$ cat config.mk
export PLATFORM = sky130hd
export DESIGN_NAME = adpcm_voice_decoder_unit
export DESIGN_NICKNAME = d
export VERILOG_FILES = /design/src/design/avd_pkg.sv /design/src/design/avd_step.sv /design/src/design/adpcm_voice_decoder_unit.sv
export SDC_FILE = /design/constraint.sdc
export NUM_CORES = 1
export LEC_CHECK = 0
export BUFFER_PORTS_ARGS = -buffer_cell sky130_fd_sc_hd__buf_2
export CORE_UTILIZATION = 62
export DETAILED_ROUTE_END_ITERATION = 10
export GPL_TIMING_DRIVEN = 0
export PLACE_DENSITY = 0.82
export SLEW_MARGIN = 10
export SYNTH_ARGS = -nofsm -noshare
export SYNTH_HDL_FRONTEND = slang
export SYNTH_SLANG_ARGS = --single-unit
$ cat constraint.sdc
create_clock -name clk -period 11.9 [get_ports clk]
set_input_delay 1.19 -clock clk [delete_from_list [all_inputs] [get_ports clk]]
set_output_delay 1.19 -clock clk [all_outputs]
set_load 0.005 [all_outputs]
$ cat src/design/avd_pkg.sv
// Shared types, codes and tables for the ADPCM voice decoder.
package avd_pkg;

    localparam int SIGNAL_W  = 12;
    localparam int STEP_W    = 6;
    localparam int STEP_MAX  = 48;
    localparam int CODE_W    = 4;
    localparam int SELECT_W  = 4;
    localparam int STEPVAL_W = 11;

    localparam logic signed [SIGNAL_W-1:0] SIGNAL_MAX = 12'sd2047;
    localparam logic signed [SIGNAL_W-1:0] SIGNAL_MIN = -12'sd2048;

    typedef enum logic [2:0] {
        MODE_DATA     = 3'd0,
        MODE_RESET    = 3'd1,
        MODE_CLOCK    = 3'd2,
        MODE_PLAYMODE = 3'd3,
        MODE_TICK     = 3'd4
    } item_mode_t;

    // Step size for each step index: floor(16 * 1.1^n).
    function automatic logic [STEPVAL_W-1:0] step_size(input logic [STEP_W-1:0] idx);
        logic [STEPVAL_W-1:0] v;
        begin
            case (idx)
                6'd0:  v = 11'd16;
                6'd1:  v = 11'd17;
                6'd2:  v = 11'd19;
                6'd3:  v = 11'd21;
                6'd4:  v = 11'd23;
                6'd5:  v = 11'd25;
                6'd6:  v = 11'd28;
                6'd7:  v = 11'd31;
                6'd8:  v = 11'd34;
                6'd9:  v = 11'd37;
                6'd10: v = 11'd41;
                6'd11: v = 11'd45;
                6'd12: v = 11'd50;
                6'd13: v = 11'd55;
                6'd14: v = 11'd60;
                6'd15: v = 11'd66;
                6'd16: v = 11'd73;
                6'd17: v = 11'd80;
                6'd18: v = 11'd88;
                6'd19: v = 11'd97;
                6'd20: v = 11'd107;
                6'd21: v = 11'd118;
                6'd22: v = 11'd130;
                6'd23: v = 11'd143;
                6'd24: v = 11'd157;
                6'd25: v = 11'd173;
                6'd26: v = 11'd190;
                6'd27: v = 11'd209;
                6'd28: v = 11'd230;
                6'd29: v = 11'd253;
                6'd30: v = 11'd279;
                6'd31: v = 11'd307;
                6'd32: v = 11'd337;
                6'd33: v = 11'd371;
                6'd34: v = 11'd408;
                6'd35: v = 11'd449;
                6'd36: v = 11'd494;
                6'd37: v = 11'd544;
                6'd38: v = 11'd598;
                6'd39: v = 11'd658;
                6'd40: v = 11'd724;
                6'd41: v = 11'd796;
                6'd42: v = 11'd876;
                6'd43: v = 11'd963;
                6'd44: v = 11'd1060;
                6'd45: v = 11'd1166;
                6'd46: v = 11'd1282;
                6'd47: v = 11'd1411;
                default: v = 11'd1552;
            endcase
            return v;
        end
    endfunction

    // Step index adjustment for the magnitude bits of a code.
    function automatic logic signed [4:0] step_adjust(input logic [2:0] mag);
        logic signed [4:0] a;
        begin
            case (mag)
                3'd4:    a = 5'sd2;
                3'd5:    a = 5'sd4;
                3'd6:    a = 5'sd6;
                3'd7:    a = 5'sd8;
                default: a = -5'sd1;
            endcase
            return a;
        end
    endfunction

    // Prescaler is zero only for play selects 3 and 7.
    function automatic logic prescaler_zero(input logic [SELECT_W-1:0] sel);
        return (sel[3] == 1'b0) && (sel[1:0] == 2'b11);
    endfunction

endpackage

$ cat src/design/avd_step.sv
// One decoder clock: table difference, saturating add and step index clamp, or both cleared while reset_pin is high.
module avd_step (
    input  logic [avd_pkg::CODE_W-1:0]          code,
    input  logic                                reset_pin,
    input  logic signed [avd_pkg::SIGNAL_W-1:0] sample,
    input  logic [avd_pkg::STEP_W-1:0]          step,
    output logic signed [avd_pkg::SIGNAL_W-1:0] sample_next,
    output logic [avd_pkg::STEP_W-1:0]          step_next
);

    logic [avd_pkg::STEPVAL_W-1:0]  sv;
    logic [avd_pkg::STEPVAL_W+1:0]  mag;
    logic signed [avd_pkg::SIGNAL_W+2:0] sum;
    logic signed [4:0]                   adj;
    logic signed [avd_pkg::STEP_W+1:0]   st;

    always_comb
    begin
        sv  = avd_pkg::step_size(step);
        mag = {5'b00000, sv[avd_pkg::STEPVAL_W-1:3]};
        if (code[2])
        begin
            mag = mag + {2'b00, sv};
        end
        if (code[1])
        begin
            mag = mag + {3'b000, sv[avd_pkg::STEPVAL_W-1:1]};
        end
        if (code[0])
        begin
            mag = mag + {4'b0000, sv[avd_pkg::STEPVAL_W-1:2]};
        end

        if (code[3])
        begin
            sum = {{3{sample[avd_pkg::SIGNAL_W-1]}}, sample} - $signed({2'b00, mag});
        end
        else
        begin
            sum = {{3{sample[avd_pkg::SIGNAL_W-1]}}, sample} + $signed({2'b00, mag});
        end

        adj = avd_pkg::step_adjust(code[2:0]);
        st  = $signed({2'b00, step}) + $signed({{3{adj[4]}}, adj});

        if (reset_pin)
        begin
            sample_next = '0;
            step_next   = '0;
        end
        else
        begin
            if (sum > $signed({{3{avd_pkg::SIGNAL_MAX[avd_pkg::SIGNAL_W-1]}},
                               avd_pkg::SIGNAL_MAX}))
            begin
                sample_next = avd_pkg::SIGNAL_MAX;
            end
            else if (sum < $signed({{3{avd_pkg::SIGNAL_MIN[avd_pkg::SIGNAL_W-1]}},
                                    avd_pkg::SIGNAL_MIN}))
            begin
                sample_next = avd_pkg::SIGNAL_MIN;
            end
            else
            begin
                sample_next = sum[avd_pkg::SIGNAL_W-1:0];
            end

            if (st > (avd_pkg::STEP_W+2)'(avd_pkg::STEP_MAX))
            begin
                step_next = avd_pkg::STEP_W'(avd_pkg::STEP_MAX);
            end
            else if (st < 0)
            begin
                step_next = '0;
            end
            else
            begin
                step_next = st[avd_pkg::STEP_W-1:0];
            end
        end
    end

endmodule

$ cat src/design/adpcm_voice_decoder_unit.sv
// ADPCM voice decoder top level: input register, item control, result register.
// An accepted item passes through the input register and then the result register,
// where it waits while m_tready is low.
// Throughput: one item per cycle while the output is not stalled; the decoder update
// is a single table lookup, saturating add and clamp between the two registers.
// Reset (rst_n low, asynchronous) clears the valid flags of both stages and the decoder state;
// the play mode returns to 0 until the configuration register is written or a play mode item arrives.
module adpcm_voice_decoder_unit (
    input  logic        clk,
    input  logic        rst_n,
    input  logic        cfg_we,
    input  logic [3:0]  cfg_wdata,      // initial_playmode
    input  logic        s_tvalid,
    output logic        s_tready,
    input  logic [15:0] s_tdata,        // [3:0] data_nibble, [4] pin_level, [8:5] play_select
    input  logic [2:0]  s_tuser,        // [2:0] mode
    output logic        m_tvalid,
    input  logic        m_tready,
    output logic [23:0] m_tdata,        // [11:0] signal, [17:12] step_index
    output logic [1:0]  m_tuser         // [0] decoded, [1] signal_changed
);

    localparam int SW = avd_pkg::SIGNAL_W;
    localparam int TW = avd_pkg::STEP_W;

    // Input stage
    logic                             in_valid_reg;
    logic [2:0]                       in_mode_reg;
    logic [avd_pkg::CODE_W-1:0]       in_nibble_reg;
    logic                             in_level_reg;
    logic [avd_pkg::SELECT_W-1:0]     in_select_reg;

    // Decoder state
    logic [avd_pkg::CODE_W-1:0]       code_reg, code_next;
    logic                             clock_pin_reg, clock_pin_next;
    logic                             reset_pin_reg, reset_pin_next;
    logic [avd_pkg::SELECT_W-1:0]     mode_select_reg, mode_select_next;
    logic signed [SW-1:0]             sample_reg, sample_next;
    logic [TW-1:0]                    step_reg, step_next;

    // Result stage
    logic                             out_valid_reg;
    logic signed [SW-1:0]             out_signal_reg;
    logic [TW-1:0]                    out_step_reg;
    logic                             out_decoded_reg;
    logic                             out_changed_reg;

    logic                             advance;
    logic                             clocked;
    logic signed [SW-1:0]             dec_sample;
    logic [TW-1:0]                    dec_step;

    assign advance  = in_valid_reg && (!out_valid_reg || m_tready);
    assign s_tready = !in_valid_reg || advance;

    avd_step u_step (
        .code        (code_reg),
        .reset_pin   (reset_pin_reg),
        .sample      (sample_reg),
        .step        (step_reg),
        .sample_next (dec_sample),
        .step_next   (dec_step)
    );

    always_comb
    begin
        code_next        = code_reg;
        clock_pin_next   = clock_pin_reg;
        reset_pin_next   = reset_pin_reg;
        mode_select_next = mode_select_reg;
        clocked          = 1'b0;
        case (in_mode_reg)
            avd_pkg::MODE_DATA:
            begin
                // In 3-bit mode the code sits one bit up.
                if (mode_select_reg[2])
                begin
                    code_next = in_nibble_reg;
                end
                else
                begin
                    code_next = {in_nibble_reg[2:0], 1'b0};
                end
            end
            avd_pkg::MODE_RESET:
            begin
                reset_pin_next = in_level_reg;
            end
            avd_pkg::MODE_CLOCK:
            begin
                // The external clock only counts while the prescaler is zero.
                if (avd_pkg::prescaler_zero(mode_select_reg) &&
                    (clock_pin_reg != in_level_reg))
                begin
                    clock_pin_next = in_level_reg;
                    clocked        = !in_level_reg;
                end
            end
            avd_pkg::MODE_PLAYMODE:
            begin
                mode_select_next = in_select_reg;
            end
            avd_pkg::MODE_TICK:
            begin
                clocked = !avd_pkg::prescaler_zero(mode_select_reg);
            end
            default:
            begin
                clocked = 1'b0;
            end
        endcase
        sample_next = clocked ? dec_sample : sample_reg;
        step_next   = clocked ? dec_step : step_reg;
    end

    always_ff @(posedge clk or negedge rst_n)
    begin
        if (!rst_n)
        begin
            in_valid_reg <= 1'b0;
        end
        else if (s_tready)
        begin
            in_valid_reg <= s_tvalid;
        end
    end

    always_ff @(posedge clk)
    begin
        if (s_tvalid && s_tready)
        begin
            in_mode_reg   <= s_tuser;
            in_nibble_reg <= s_tdata[3:0];
            in_level_reg  <= s_tdata[4];
            in_select_reg <= s_tdata[8:5];
        end
    end

    always_ff @(posedge clk or negedge rst_n)
    begin
        if (!rst_n)
        begin
            code_reg        <= '0;
            clock_pin_reg   <= 1'b0;
            reset_pin_reg   <= 1'b0;
            mode_select_reg <= '0;
            sample_reg      <= '0;
            step_reg        <= '0;
        end
        else if (cfg_we)
        begin
            mode_select_reg <= cfg_wdata;
        end
        else if (advance)
        begin
            code_reg        <= code_next;
            clock_pin_reg   <= clock_pin_next;
            reset_pin_reg   <= reset_pin_next;
            mode_select_reg <= mode_select_next;
            sample_reg      <= sample_next;
            step_reg        <= step_next;
        end
    end

    always_ff @(posedge clk or negedge rst_n)
    begin
        if (!rst_n)
        begin
            out_valid_reg <= 1'b0;
        end
        else if (advance)
        begin
            out_valid_reg <= 1'b1;
        end
        else if (m_tready)
        begin
            out_valid_reg <= 1'b0;
        end
    end

    always_ff @(posedge clk)
    begin
        if (advance)
        begin
            out_signal_reg  <= sample_next;
            out_step_reg    <= step_next;
            out_decoded_reg <= clocked;
            out_changed_reg <= (sample_next != sample_reg);
        end
    end

    assign m_tvalid = out_valid_reg;
    assign m_tdata  = {6'b0, out_step_reg, out_signal_reg};
    assign m_tuser  = {out_changed_reg, out_decoded_reg};

endmodule
== Word level (Yosys, flattened, before mapping) ==
Memories as Yosys holds them, arrays and structs flattened.
Index checks and enable logic that the tools add are counted.

* Add/sub/neg operators: 6
* Multiply operators: 0
* Divide/modulo/power cells: 0
* Order comparisons: 4
* Equality and inequality tests: 11
* Shift-type cells: 0
* Mux-type cells: 21
* Bitwise operators: 2
* Reductions and logical operators: 19

{| class="wikitable"
|+ Operator list
! operator !! count
|-
| 2-to-1 mux 12 bit || 4
|-
| 2-to-1 mux 13 bit || 3
|-
| 2-to-1 mux 6 bit || 4
|-
| one-hot mux 5 bit (4 select lines) || 1
|-
| 2-to-1 mux 4 bit || 4
|-
| adder 12 x 14 -> 15 bit || 1
|-
| equality test 3 bit, second input constant || 5
|-
| > comparator 15 x 12 -> 1 bit, second input constant || 1
|-
| < comparator 15 x 12 -> 1 bit, second input constant || 1
|-
| 2-to-1 mux 15 bit || 1
|-
| subtractor 12 x 14 -> 15 bit || 1
|-
| adder 13 x 10 -> 13 bit || 1
|-
| adder 13 x 9 -> 13 bit || 1
|-
| adder 8 x 11 -> 12 bit || 1
|-
| != test 12 bit || 1
|-
| adder 7 x 5 -> 8 bit || 1
|-
| > comparator 8 x 7 -> 1 bit, second input constant || 1
|-
| < comparator 8 x 1 -> 1 bit, second input constant || 1
|-
| equality test 3 x 2 -> 1 bit, second input constant || 2
|-
| AND reduction 3 bit || 2
|-
| nonzero test 2 bit || 3
|-
| logical AND 1 bit || 4
|-
| zero test 1 bit || 4
|-
| AND reduction 2 bit || 2
|-
| 9 further kinds || 13
|}

* Register bits after elaboration: 62
* Latch bits: 0
* Memory bits (writable): 0
* ROM bits: 704
* Input bits: 28
* Output and inout bits: 28
* Logic and storage cells: 80
* Memories kept: 1

{| class="wikitable"
|+ Memory list
! memory !! words !! width !! read ports !! clocked after memory_dff !! write ports !! line !! RTL
|-
| (name not given) || 64 || 11 || 1 || 0 || 0 || avd_pkg.sv:26 || <nowiki>case (idx)</nowiki>
|}

== Depth between registers and ports, before layout ==
Gate-level depths: netlist of run 1.
An unclocked memory read counts as a cell.

* Word-level depth: 15
* Gate-level depth with buffers: 46
* Gate-level depth less buffers: 43

== Modules after synthesis ==
Synthesis of run 1 repeated with hierarchy kept, for this count alone.

* Cell total of the unflattened synthesis: 714
* Area total of the unflattened synthesis: 6612.6 µm²

{| class="wikitable"
|+ By module, submodules not included
! module !! times used !! cells each !! area an instance (µm²) !! seq. area each (µm²)
|-
| avd_step || 1 || 539 || 3876.2 || 0.0
|-
| adpcm_voice_decoder_unit || 1 || 175 || 2736.4 || 1711.6
|}

== Worst setup path after synthesis of run 1 ==
OpenSTA, ideal clock, no wires.

* Path kind: reg2reg
* Start point: reg step_reg[1]
* End point: reg out_changed_reg (data pin)
* Setup time: 0.275 ns
* Arrival: 9.240 ns
* Required time: 11.625 ns
* Setup slack: 2.384 ns
* Stages on the path, launching flop included: 40
* Path buffers: 3
* Period minus slack after synthesis: 9.516 ns
* Cells stage by stage: dfrtp_1 clkbuf_1 inv_1 ha_1 clkbuf_1 mux4_2 nor2_1 nor3_1 or2_2 ha_1 fa_1 a21oi_1 o21bai_1 mux2i_1 or3_1 ha_1 o21ai_0 or2_2 (+4 left out) mux2i_1 a2111oi_0 o211a_1 nor4_2 nor2_1 xor2_1 ha_1 or3_1 o221a_2 o21ai_0 xnor2_1 nand4_1 a31o_2 or2_1 buf_4 o21a_1 o41ai_1 nand4_1

* Word-level cells in the longest chain between the ends: 15
* Elaborated cells on any way between the ends: 17
* Classes of those cells: add/sub: 5; order compare: 2; eq/ne: 1; mux: 8; memory: 1

{| class="wikitable"
|+ Ends and longest elaborated chain
! what !! line !! RTL
|-
| start, declared || adpcm_voice_decoder_unit.sv:39 || <nowiki>logic [TW-1:0] step_reg, step_next;</nowiki>
|-
| start signal, assigned || adpcm_voice_decoder_unit.sv:161 || <nowiki>step_reg <= step_next;</nowiki>
|-
| memory read (64 x 11 bit) * || n/a ||
|-
| adder 8 x 11 -> 12 bit || avd_step.sv:23 || <nowiki>mag = mag + {2'b00, sv};</nowiki>
|-
| 2-to-1 mux 13 bit || avd_step.sv:21 || <nowiki>if (code[2])</nowiki>
|-
| adder 13 x 10 -> 13 bit || avd_step.sv:27 || <nowiki>mag = mag + {3'b000, sv[avd_pkg::STEPVAL_W-1:1]};</nowiki>
|-
| 2-to-1 mux 13 bit || avd_step.sv:25 || <nowiki>if (code[1])</nowiki>
|-
| adder 13 x 9 -> 13 bit || avd_step.sv:31 || <nowiki>mag = mag + {4'b0000, sv[avd_pkg::STEPVAL_W-1:2]};</nowiki>
|-
| 2-to-1 mux 13 bit * || avd_step.sv:29 || <nowiki>if (code[0])</nowiki>
|-
| adder 12 x 14 -> 15 bit / subtractor 12 x 14 -> 15 bit (equally long branches) || avd_step.sv:40, avd_step.sv:36 ||
|-
| 2-to-1 mux 15 bit * || avd_step.sv:34 || <nowiki>if (code[3])</nowiki>
|-
| < comparator 15 x 12 -> 1 bit || avd_step.sv:58 || <nowiki>else if (sum < $signed({{3{avd_pkg::SIGNAL_MIN[avd_pkg::SIGNAL_W-1]}},</nowiki>
|-
| 2-to-1 mux 12 bit || avd_step.sv:58 ||
|-
| 2-to-1 mux 12 bit * || avd_step.sv:53 || <nowiki>if (sum > $signed({{3{avd_pkg::SIGNAL_MAX[avd_pkg::SIGNAL_W-1]}},</nowiki>
|-
| 2-to-1 mux 12 bit * || avd_step.sv:46 || <nowiki>if (reset_pin)</nowiki>
|-
| 2-to-1 mux 12 bit * || adpcm_voice_decoder_unit.sv:112 || <nowiki>sample_next = clocked ? dec_sample : sample_reg;</nowiki>
|-
| != test 12 bit * || adpcm_voice_decoder_unit.sv:188 || <nowiki>out_changed_reg <= (sample_next != sample_reg);</nowiki>
|-
| end signal, assigned || adpcm_voice_decoder_unit.sv:188 ||
|-
| end, declared || adpcm_voice_decoder_unit.sv:46 || <nowiki>logic out_changed_reg;</nowiki>
|}

Mark *: on every way between the ends. The rest lies on a longest branch, timed or not.
A chain may end at the register's enable or synchronous reset.

== Worst setup path in the final report of run 1 ==
* Start point: reg step_reg[0]
* End point: reg out_changed_reg (data pin)

The elaborated chain is that of the path after synthesis.

==> results of run 1 <==
-- path summary, 6_finish.rpt --
path                                                start                        endpoint  slack, ns
min in group asynchronous                           rst_n       sample_reg[3]$_DFFE_PN0P_       0.89
max                               step_reg[0]$_DFFE_PN0P_       out_changed_reg$_DFFE_PP_       0.71
min                        mode_select_reg[0]$_DFFE_PN0P_  mode_select_reg[0]$_DFFE_PN0P_       0.49
min reg2reg                mode_select_reg[0]$_DFFE_PN0P_  mode_select_reg[0]$_DFFE_PN0P_       0.49
max in group asynchronous                           rst_n         step_reg[4]$_DFFE_PN0P_      10.56
max reg2reg                       step_reg[0]$_DFFE_PN0P_       out_changed_reg$_DFFE_PP_       0.71
-- layer usage --
layer | wire length (um) | global-route usage | share of wire | vias to the layer above
met5 | 0 | 0 | 0 | -
met4 | 762 | 0.164 | 0.040 | 0
met3 | 1270 | 0.0474 | 0.066 | 62
met2 | 9130 | 0.576 | 0.47 | 318
met1 | 8080 | 0.431 | 0.42 | 3153
li1 | - | - | - | 3170
-- cell type report --
type / count / area, um^2
buffer: 45 / 219
clock buffer: 9 / 124
clock inverter: 7 / 57.6
fill: 877 / 3340
inverter: 30 / 113
multi-input combinational: 689 / 4850
sequential: 62 / 1710
tap: 140 / 175
timing repair buffer: 41 / 205
-- synthesized netlist by cell type (19+ instances only) --
cell type and instances:
mux2i_1 22, clkbuf_1 28, ha_1 57, nor2_1 73, nand2_1 69, a21oi_1 50
o21ai_0 57, nor3_1 19, xnor2_1 24, dfrtp_1 30, edfxtp_1 32, inv_1 27
nand2b_1 27
-- per-stage QoR --
| step | cell area [um^2] | setup WS, ns | cells |
|---|---|---|---|
| after global routing | 7450 | 0.155 | 1023 |
| final | 7450 | 0.709 | 1023 |
| after CTS | 7440 | 0.826 | 1023 |
| after global placement | 7260 | 0.960 | 1007 |
| after floorplan | 6880 | 2.38 | 826 |
| after detailed placement | 7260 | 0.887 | 1007 |
-- worst reg2reg max path, delay by kind of cell, from the launching register on --
kind	cells	cell delay (ns)
AOI/OAI and AO/OA	13	3.03
buffers and inverters	3	0.85
adders and majority gates	6	2.03
xor gates and xnor gates	2	0.46
DFF	1	0.45
muxes	3	0.79
and+or+nand+nor	12	3.30
-- what timing repair did --
item | CTS | global route
hold endpoints to repair | 0 | 0
setup buffers | 0 | 0
endpoints found under the setup margin | 0 | 1
gates resized for setup | 0 | 2
hold buffers | 0 | 0
-- cells by family (layout without fill, tap and decap cells) --
family / count (synthesis) / count (layout) / synth area share
compound gates: 263 / 263 / 0.265
xor+xnor: 42 / 42 / 0.0536
fa+ha+maj: 62 / 62 / 0.119
buf+inv: 75 / 132 / 0.0481
flops: 62 / 62 / 0.249
mux: 41 / 41 / 0.0653
other cells: 1 / 6 / 0.000546
simple gates: 275 / 275 / 0.199
==> summary.md, run 1 <==
| Metric | Value |
|---|---|
| Status | finished, final reports clean |
| Gr usage total | 0.342 |
| Commonest non-fill, non-tap cell in the layout | nor2_1 |
| Root Driver | clkbuf_8 |
| Arr. time, crit path | 11.26 ns |
| Worst Skew | 0.00951 ns |
| Rel. slew slack | 0.188 |
| Largest cells by area after synthesis | edfxtp_1 (14%), dfrtp_1 (11%), ha_1 (10%) |
| Max cap viols | 0 |
| Crit. End Element | register |
| Final hold vios | 0 |
| Final core utilization | 0.690 |
| Delay-heaviest family, CP | simple AND/OR/NAND/NOR gates |
| Total CTS buffers | 9 |
| Most used DFF post-synth | edfxtp_1 |
| Slew Viols, Final | 0 |
| Synth Area per Inst | 8.36 um^2 |
| Count of unique library cells instantiated by Yosys | 79 |
| Worst hold slack | 0.490 ns |
| Area growth from synthesis to layout | 8.57% |
| Final critical-path required period | 11.19 ns |
| DP HPWL | 14,900 um |
| ANT cells | 0 |
| FP Rows | 38 |
| Unrepaired setup endpoints after global routing | no |
| Gpl congestion | 0.963 |
| Vias in the first global route | 6,286 |
| Yosys top cell by area | edfxtp_1 |
| Antenna-violating nets left | 0 |
| Fin crit share | 0.940 |
| X dimension of the die | 107 um |
| Number of synthesized register bits | 62 |
| Kind of critical path | reg -> reg |
| Setup violators final | 0 |
| DRT Pass-1 Iters | 5 |
| Max Freq | 89.4 MHz |
| HP Class | reg -> reg |
| Post-detailed-routing wire length | 19,200 um |
| CP bufs+invs | 3 |
| CP Launch Type | register |
| Core ar. | 10,800 um^2 |
| Initial antenna violation count | 0 |
| Worst-margin pin slew | 1.19 ns |
| Die ar. | 11,500 um^2 |
| CTS max path bufs | 2 |
| Drt wl/cell | 18.8 um |
| Setup TNS | 0 ns |
| Area share of the largest cell type after synthesis | 0.140 |
| CTS tree | built |
| Slowest stage delay, CP | 0.58 ns |
| Synth Cell Area | 6860 um^2 |
| Req. time, crit path | 11.96 ns |
| Layout cells sized above 1 | 0.129 |
| WHS Path Cells | 2 |
| Worst r2r path cells | 39 |
| Post-synthesis cell count | 821 |
| TritonCTS Sinks | 62 |
| Yosys Warn Count | 0 |
| Slowest-stage cell, CP | nor4_2 |
| Initial Util | 0.636 |
| Async SR Flop Fraction | 0.484 |
| Residual DRC | 0 |
| Starting DRT DRC Count | 546 |
| Die Ht | 107 um |
| Total gr overflow | 0 |
| EDFF count, synth | 32 |
| Largest net degree at the start of global routing | 31 |
| First-pass GRT wire length | 30,600 um |
| Most frequent cells in the layout | nor2_1 (73), nand2_1 (69), o21ai_0 (57), ha_1 (57), a21oi_1 (50) |
| I/O pin cnt | 56 |
| Critical-path maximum fanout | 9 |
| Clk Latency, worst-skew pair | 0.34 ns |
| Routed vias | 6,703 |
| Nets | 968 |
| I/O Buffers | 41 |
| WP depth | 39 |
| DR vias/cell | 6.55 |
| Most used cell, CP | ha_1 |
| Clock-pin transition on the worst setup and hold timing paths | 0.08 ns |
| Sequential area share after synthesis | 0.249 |
| Clock H-tree levels | 3 |
Power of run 1 is not shown: default switching activity piles up to over one toggle a cycle in this logic, so the estimate is an artifact.
==> inputs of run 2 (changes only) <==
- CORE_ASPECT_RATIO: not set -> 0.75
- CTS_CLUSTER_SIZE: not set -> 24
- RECOVER_POWER: not set -> 25
==> run 2 against run 1 <==
  * The flow now finishes with violations (capacitance limit, slew limit)
  * Global-route usage up 1.7 points
  * Die area about the same
  * Via count up 1.5%
  * Largest cell class unchanged
  * Cell count down 0.39%
  * Non-clock buffer count unchanged
  * Setup slack better by 0.028 ns
  * Design area up 2.0%
  * Worst hold slack worse by 0.0038 ns
==> summary.md, run 2 (synthesized netlist as in run 1, its figures left out) <==
| Metric | Value |
|---|---|
| I/O pin cnt | 56 |
| Total gr overflow | 0 |
| Max cap viols | 1 |
| Drt wl/cell | 19.5 um |
| HP Class | reg -> reg |
| CTS tree | built |
| Total CTS buffers | 9 |
| Die Ht | 93.1 um |
| DR vias/cell | 6.68 |
| Vias in the first global route | 6,359 |
| Worst-margin pin slew | 1.78 ns |
| Die ar. | 11,500 um^2 |
| Fillers | 812 |
| DRT Pass-1 Iters | 5 |
| Area growth from synthesis to layout | 10.8% |
| Rel. slew slack | -0.186 |
| Commonest non-fill, non-tap cell in the layout | nor2_1 |
| Starting DRT DRC Count | 623 |
| Clk Latency, worst-skew pair | 0.33 ns |
| Most frequent cells in the layout | nor2_1 (72), nand2_1 (69), o21ai_0 (57), ha_1 (57), a21oi_1 (50) |
| Status | finished with violations |
| Reg area | 1710 um^2 |
| X dimension of the die | 123 um |
| Layout cells sized above 1 | 0.128 |
| Kind of critical path | reg -> reg |
| Nets | 968 |
| Clock H-tree levels | 3 |
| Multi-input gate area | 4860 um^2 |
| Gpl congestion | 0.993 |
| Core ar. | 10,500 um^2 |
| I/O Buffers | 41 |
| Unrepaired setup endpoints after global routing | no |
| Slowest stage delay, CP | 0.55 ns |
| Arr. time, crit path | 11.23 ns |
| DP HPWL | 14,900 um |
| Gr usage total | 0.359 |
| First-pass GRT wire length | 31,900 um |
| Violated checks | capacitance limit, slew limit |
| Slew Viols, Final | 31 |
| CP Launch Type | register |
| Largest net degree at the start of global routing | 31 |
| Routed vias | 6,803 |
| Clock-pin transition on the worst setup and hold timing paths | 0.06 ns |
| Initial Util | 0.652 |
| Root Driver | clkbuf_16 |
| Antenna-violating nets left | 0 |
| Setup TNS | 0 ns |
| Critical-path maximum fanout | 10 |
| Final critical-path required period | 11.16 ns |
| Fin crit share | 0.938 |
| Post-detailed-routing wire length | 19,800 um |
| Final hold vios | 0 |
| Residual DRC | 0 |
| Max Freq | 89.6 MHz |
| Initial antenna violation count | 0 |
| Most used cell, CP | ha_1 |
| ANT cells | 0 |
| FP Rows | 32 |
| Crit. End Element | register |
| Setup violators final | 0 |
| TritonCTS Sinks | 62 |
| CTS max path bufs | 2 |
| Worst Skew | 0.00903 ns |
| Slowest-stage cell, CP | dfrtp_1 |
| Req. time, crit path | 11.96 ns |
-- run 2: cell count changes in the layout (fill, tap and decap cells not counted), sizes merged --
| cell | delta |
|---|---|
| inv | -2 |
| bufinv | +2 |
| clkbuf | +1 |
| clkinv | +1 |
| clkinvlp | -2 |
-- run 2: path summary, 6_finish.rpt --
kind / from / end / slack, ns / cells past startpoint
hold / removal: mode_select_reg[0]$_DFFE_PN0P_ / mode_select_reg[0]$_DFFE_PN0P_ / 0.49 / 2
hold reg to reg: mode_select_reg[0]$_DFFE_PN0P_ / mode_select_reg[0]$_DFFE_PN0P_ / 0.49 / 2
min in group asynchronous: rst_n / sample_reg[5]$_DFFE_PN0P_ / 1.33 / 1
max in group asynchronous: rst_n / step_reg[5]$_DFFE_PN0P_ / 9.54 / 1
setup reg to reg: step_reg[1]$_DFFE_PN0P_ / out_changed_reg$_DFFE_PP_ / 0.74 / 39
setup / recovery: step_reg[1]$_DFFE_PN0P_ / out_changed_reg$_DFFE_PP_ / 0.74 / 39
-- run 2: metrics by stage --
stage / utilization / hold slack (ns) / cell area (um^2) / instances / setup slack, ns
final: 0.722 / 0.486 / 7600 / 1019 / 0.737
after global routing: 0.722 / 0.523 / 7600 / 1019 / 0.0424
after CTS: 0.720 / 0.484 / 7580 / 1019 / 0.745
after detailed placement: 0.689 / 0.472 / 7260 / 1003 / 0.809
after global placement: 0.689 / 0.457 / 7260 / 1003 / 1.08
after floorplan: - / 0.449 / 6880 / 826 / 2.38
-- run 2: repair_timing --
action	in CTS	in global routing
endpoints found under the setup margin	0	1
setup buffers	0	0
hold buffers	0	0
gates resized for setup	0	4
-- run 2: per-layer routing --
layer	track usage	share of wire
met3	0.0659	0.099
met4	0.126	0.028
met5	0	0
met1	0.503	0.44
met2	0.552	0.44
-- run 2: worst max-delay path: cells and delay by family (launching register included) --
family                     cells  cell delay [ns]
AOI/OAI and AO/OA             12             3.02
xor gates and xnor gates       2             0.36
adders and majority gates      6             1.92
buffers and inverters          4             1.11
DFF                            1             0.55
muxes                          3             0.86
and+or+nand+nor               12             3.08
-- run 2: layout make-up --
cell class,count,area share
multi-input cells,689,0.640
plain buffers,45,0.0286
flip-flops and latches,62,0.225
repair buffers,41,0.0268
clock buffers,10,0.0301
clock inverters,6,0.0123
inverters,30,0.0148
well taps,136,0.0224
Power of run 2 is left out for the same reason.
==> inputs of run 3 (changes only) <==
- RECOVER_POWER: 25 -> 100
==> run 3 against run 2 <==
  * The run still ends with capacitance limit, slew limit left
  * Utilization shrank 0.29 points
  * Setup slack gained 0.016 ns
  * Critical path depth did not move
  * Clock skew barely moved
  * Routed wire length is 0.19% lower
  * Register-to-register slack improved by 0.02 ns
  * Sequential cell count unchanged
  * Maximum frequency up 0.15%
  * Global-route usage is the same
  * Clock-buffer cell count did not move
  * First-iteration DRC count down 1.8%
==> summary.md, run 3 (synthesized netlist as in run 1, its figures left out) <==
| Metric | Value |
|---|---|
| Status | finished with violations |
| Violated checks | capacitance limit, slew limit |
| GR Util met2 | 0.552 |
| Drt wl/cell | 19.4 um |
| Fin crit share | 0.937 |
| Gr usage total | 0.359 |
| Total CTS buffers | 9 |
| Most used cell, CP | ha_1 |
| Final critical-path required period | 11.15 ns |
| Setup violators final | 0 |
| Kind of critical path | reg -> reg |
| Largest net degree at the start of global routing | 31 |
| Arr. time, crit path | 11.21 ns |
| Final hold vios | 0 |
| First-pass GRT wire length | 31,900 um |
| Root Driver | clkbuf_16 |
| Die Ht | 93.1 um |
| Req. time, crit path | 11.97 ns |
| Initial antenna violation count | 0 |
| Routed vias | 6,802 |
| Commonest non-fill, non-tap cell in the layout | nor2_1 |
| Setup TNS | 0 ns |
| Vias in the first global route | 6,359 |
| CTS tree | built |
| Initial Util | 0.652 |
| Reg area | 1710 um^2 |
| Nets | 968 |
| Critical-path maximum fanout | 10 |
| CP Launch Type | register |
| Area growth from synthesis to layout | 10.4% |
| Worst Skew | 0.00887 ns |
| WHS Path Cells | 2 |
| Starting DRT DRC Count | 612 |
| Antenna-violating nets left | 0 |
| FP Rows | 32 |
| Crit. End Element | register |
| Rel. slew slack | -0.159 |
| Slew Viols, Final | 55 |
| Clock-pin transition on the worst setup and hold timing paths | 0.06 ns |
| X dimension of the die | 123 um |
| Die ar. | 11,500 um^2 |
| Post-CTS Resized | 0 |
| Worst r2r path cells | 39 |
| Final Non-Filler Cells | 1,019 |
| Residual DRC | 0 |
| HP Class | reg -> reg |
| Slowest stage delay, CP | 0.54 ns |
| Layout cells sized above 1 | 0.110 |
| Post CTS Setup Buffer Count | 0 |
| CTS hold repair buffers | 0 |
| DRT Pass-1 Iters | 6 |
| Core ar. | 10,500 um^2 |
| Max Freq | 89.7 MHz |
| Post-detailed-routing wire length | 19,800 um |
| R2R Setup Slk | 0.75 ns |
| Fillers | 814 |
| Gpl congestion | 0.993 |
| Clock H-tree levels | 3 |
| Top Usage Layer GRT | met2 |
| I/O pin cnt | 56 |
| Slowest-stage cell, CP | dfrtp_1 |
| Multi-input gate area | 4850 um^2 |
| CTS max path bufs | 2 |
| ANT cells | 0 |
| Total gr overflow | 0 |
| GR Util met3 | 0.0659 |
| DP HPWL | 14,900 um |
| Max cap viols | 2 |
| Placed insts | 1,003 |
| Unrepaired setup endpoints after global routing | no |
| Most frequent cells in the layout | nor2_1 (72), nand2_1 (69), o21ai_0 (61) |
| Clk Latency, worst-skew pair | 0.34 ns |
| I/O Buffers | 41 |
| Worst-margin pin slew | 1.74 ns |
| TritonCTS Sinks | 62 |
| DR vias/cell | 6.68 |
| Met1 usage | 0.503 |
[run 3: cell types whose count changed in the layout (fill, tap and decap cells not counted), moves of 3 or more]
cell,before,now
o21ai_0,57,61
and2_1,8,5
buf_2,43,29
clkbuf_1,29,43
o21ai_1,5,1
and2_0,0,3
[run 3: critical path: cells and delay by family, from the launching register on]
kind,cells,cell delay (ns)
xor+xnor,2,0.36
fa+ha+maj,6,1.91
compound gates,12,3.02
buf+inv,4,1.12
mux,3,0.85
simple gates,12,3.07
flops,1,0.54
[run 3: final timing paths]
kind | from | endpoint
worst max-delay path | step_reg[1]$_DFFE_PN0P_ | out_changed_reg$_DFFE_PP_
worst min-delay path | mode_select_reg[0]$_DFFE_PN0P_ | mode_select_reg[0]$_DFFE_PN0P_
worst max register to register | step_reg[1]$_DFFE_PN0P_ | out_changed_reg$_DFFE_PP_
worst min register to register | mode_select_reg[0]$_DFFE_PN0P_ | mode_select_reg[0]$_DFFE_PN0P_
max in group asynchronous | rst_n | step_reg[4]$_DFFE_PN0P_
min in group asynchronous | rst_n | sample_reg[5]$_DFFE_PN0P_
[run 3: layer usage]
| layer | wire (um) | vias to the layer above |
|---|---|---|
| met4 | 464 | 0 |
| met1 | 8580 | 3185 |
| met3 | 1980 | 50 |
| met5 | 0 | - |
| li1 | - | 3177 |
| met2 | 8770 | 390 |
[run 3: per-stage QoR]
stage               instance area [um^2]  setup slack [ns]   util  hold WS (ns)
floorplan                           6880              2.38      -         0.449
global placement                    7260              1.08  0.689         0.457
detailed placement                  7260             0.809  0.689         0.472
CTS                                 7580             0.745  0.720         0.484
global route                        7570            0.0441  0.719         0.524
finish                              7570             0.753  0.719         0.488
[run 3: area by class of cell]
cell class                      count  area share
Clock buffer                       10      0.0302
Buffer                             45      0.0287
Tap cell                          136      0.0225
Multi-Input combinational cell    689       0.641
Sequential cell                    62       0.226
Timing Repair Buffer               41      0.0246
Clock inverter                      6      0.0124
Inverter                           30      0.0149
Power of run 3 is left out for the same reason.
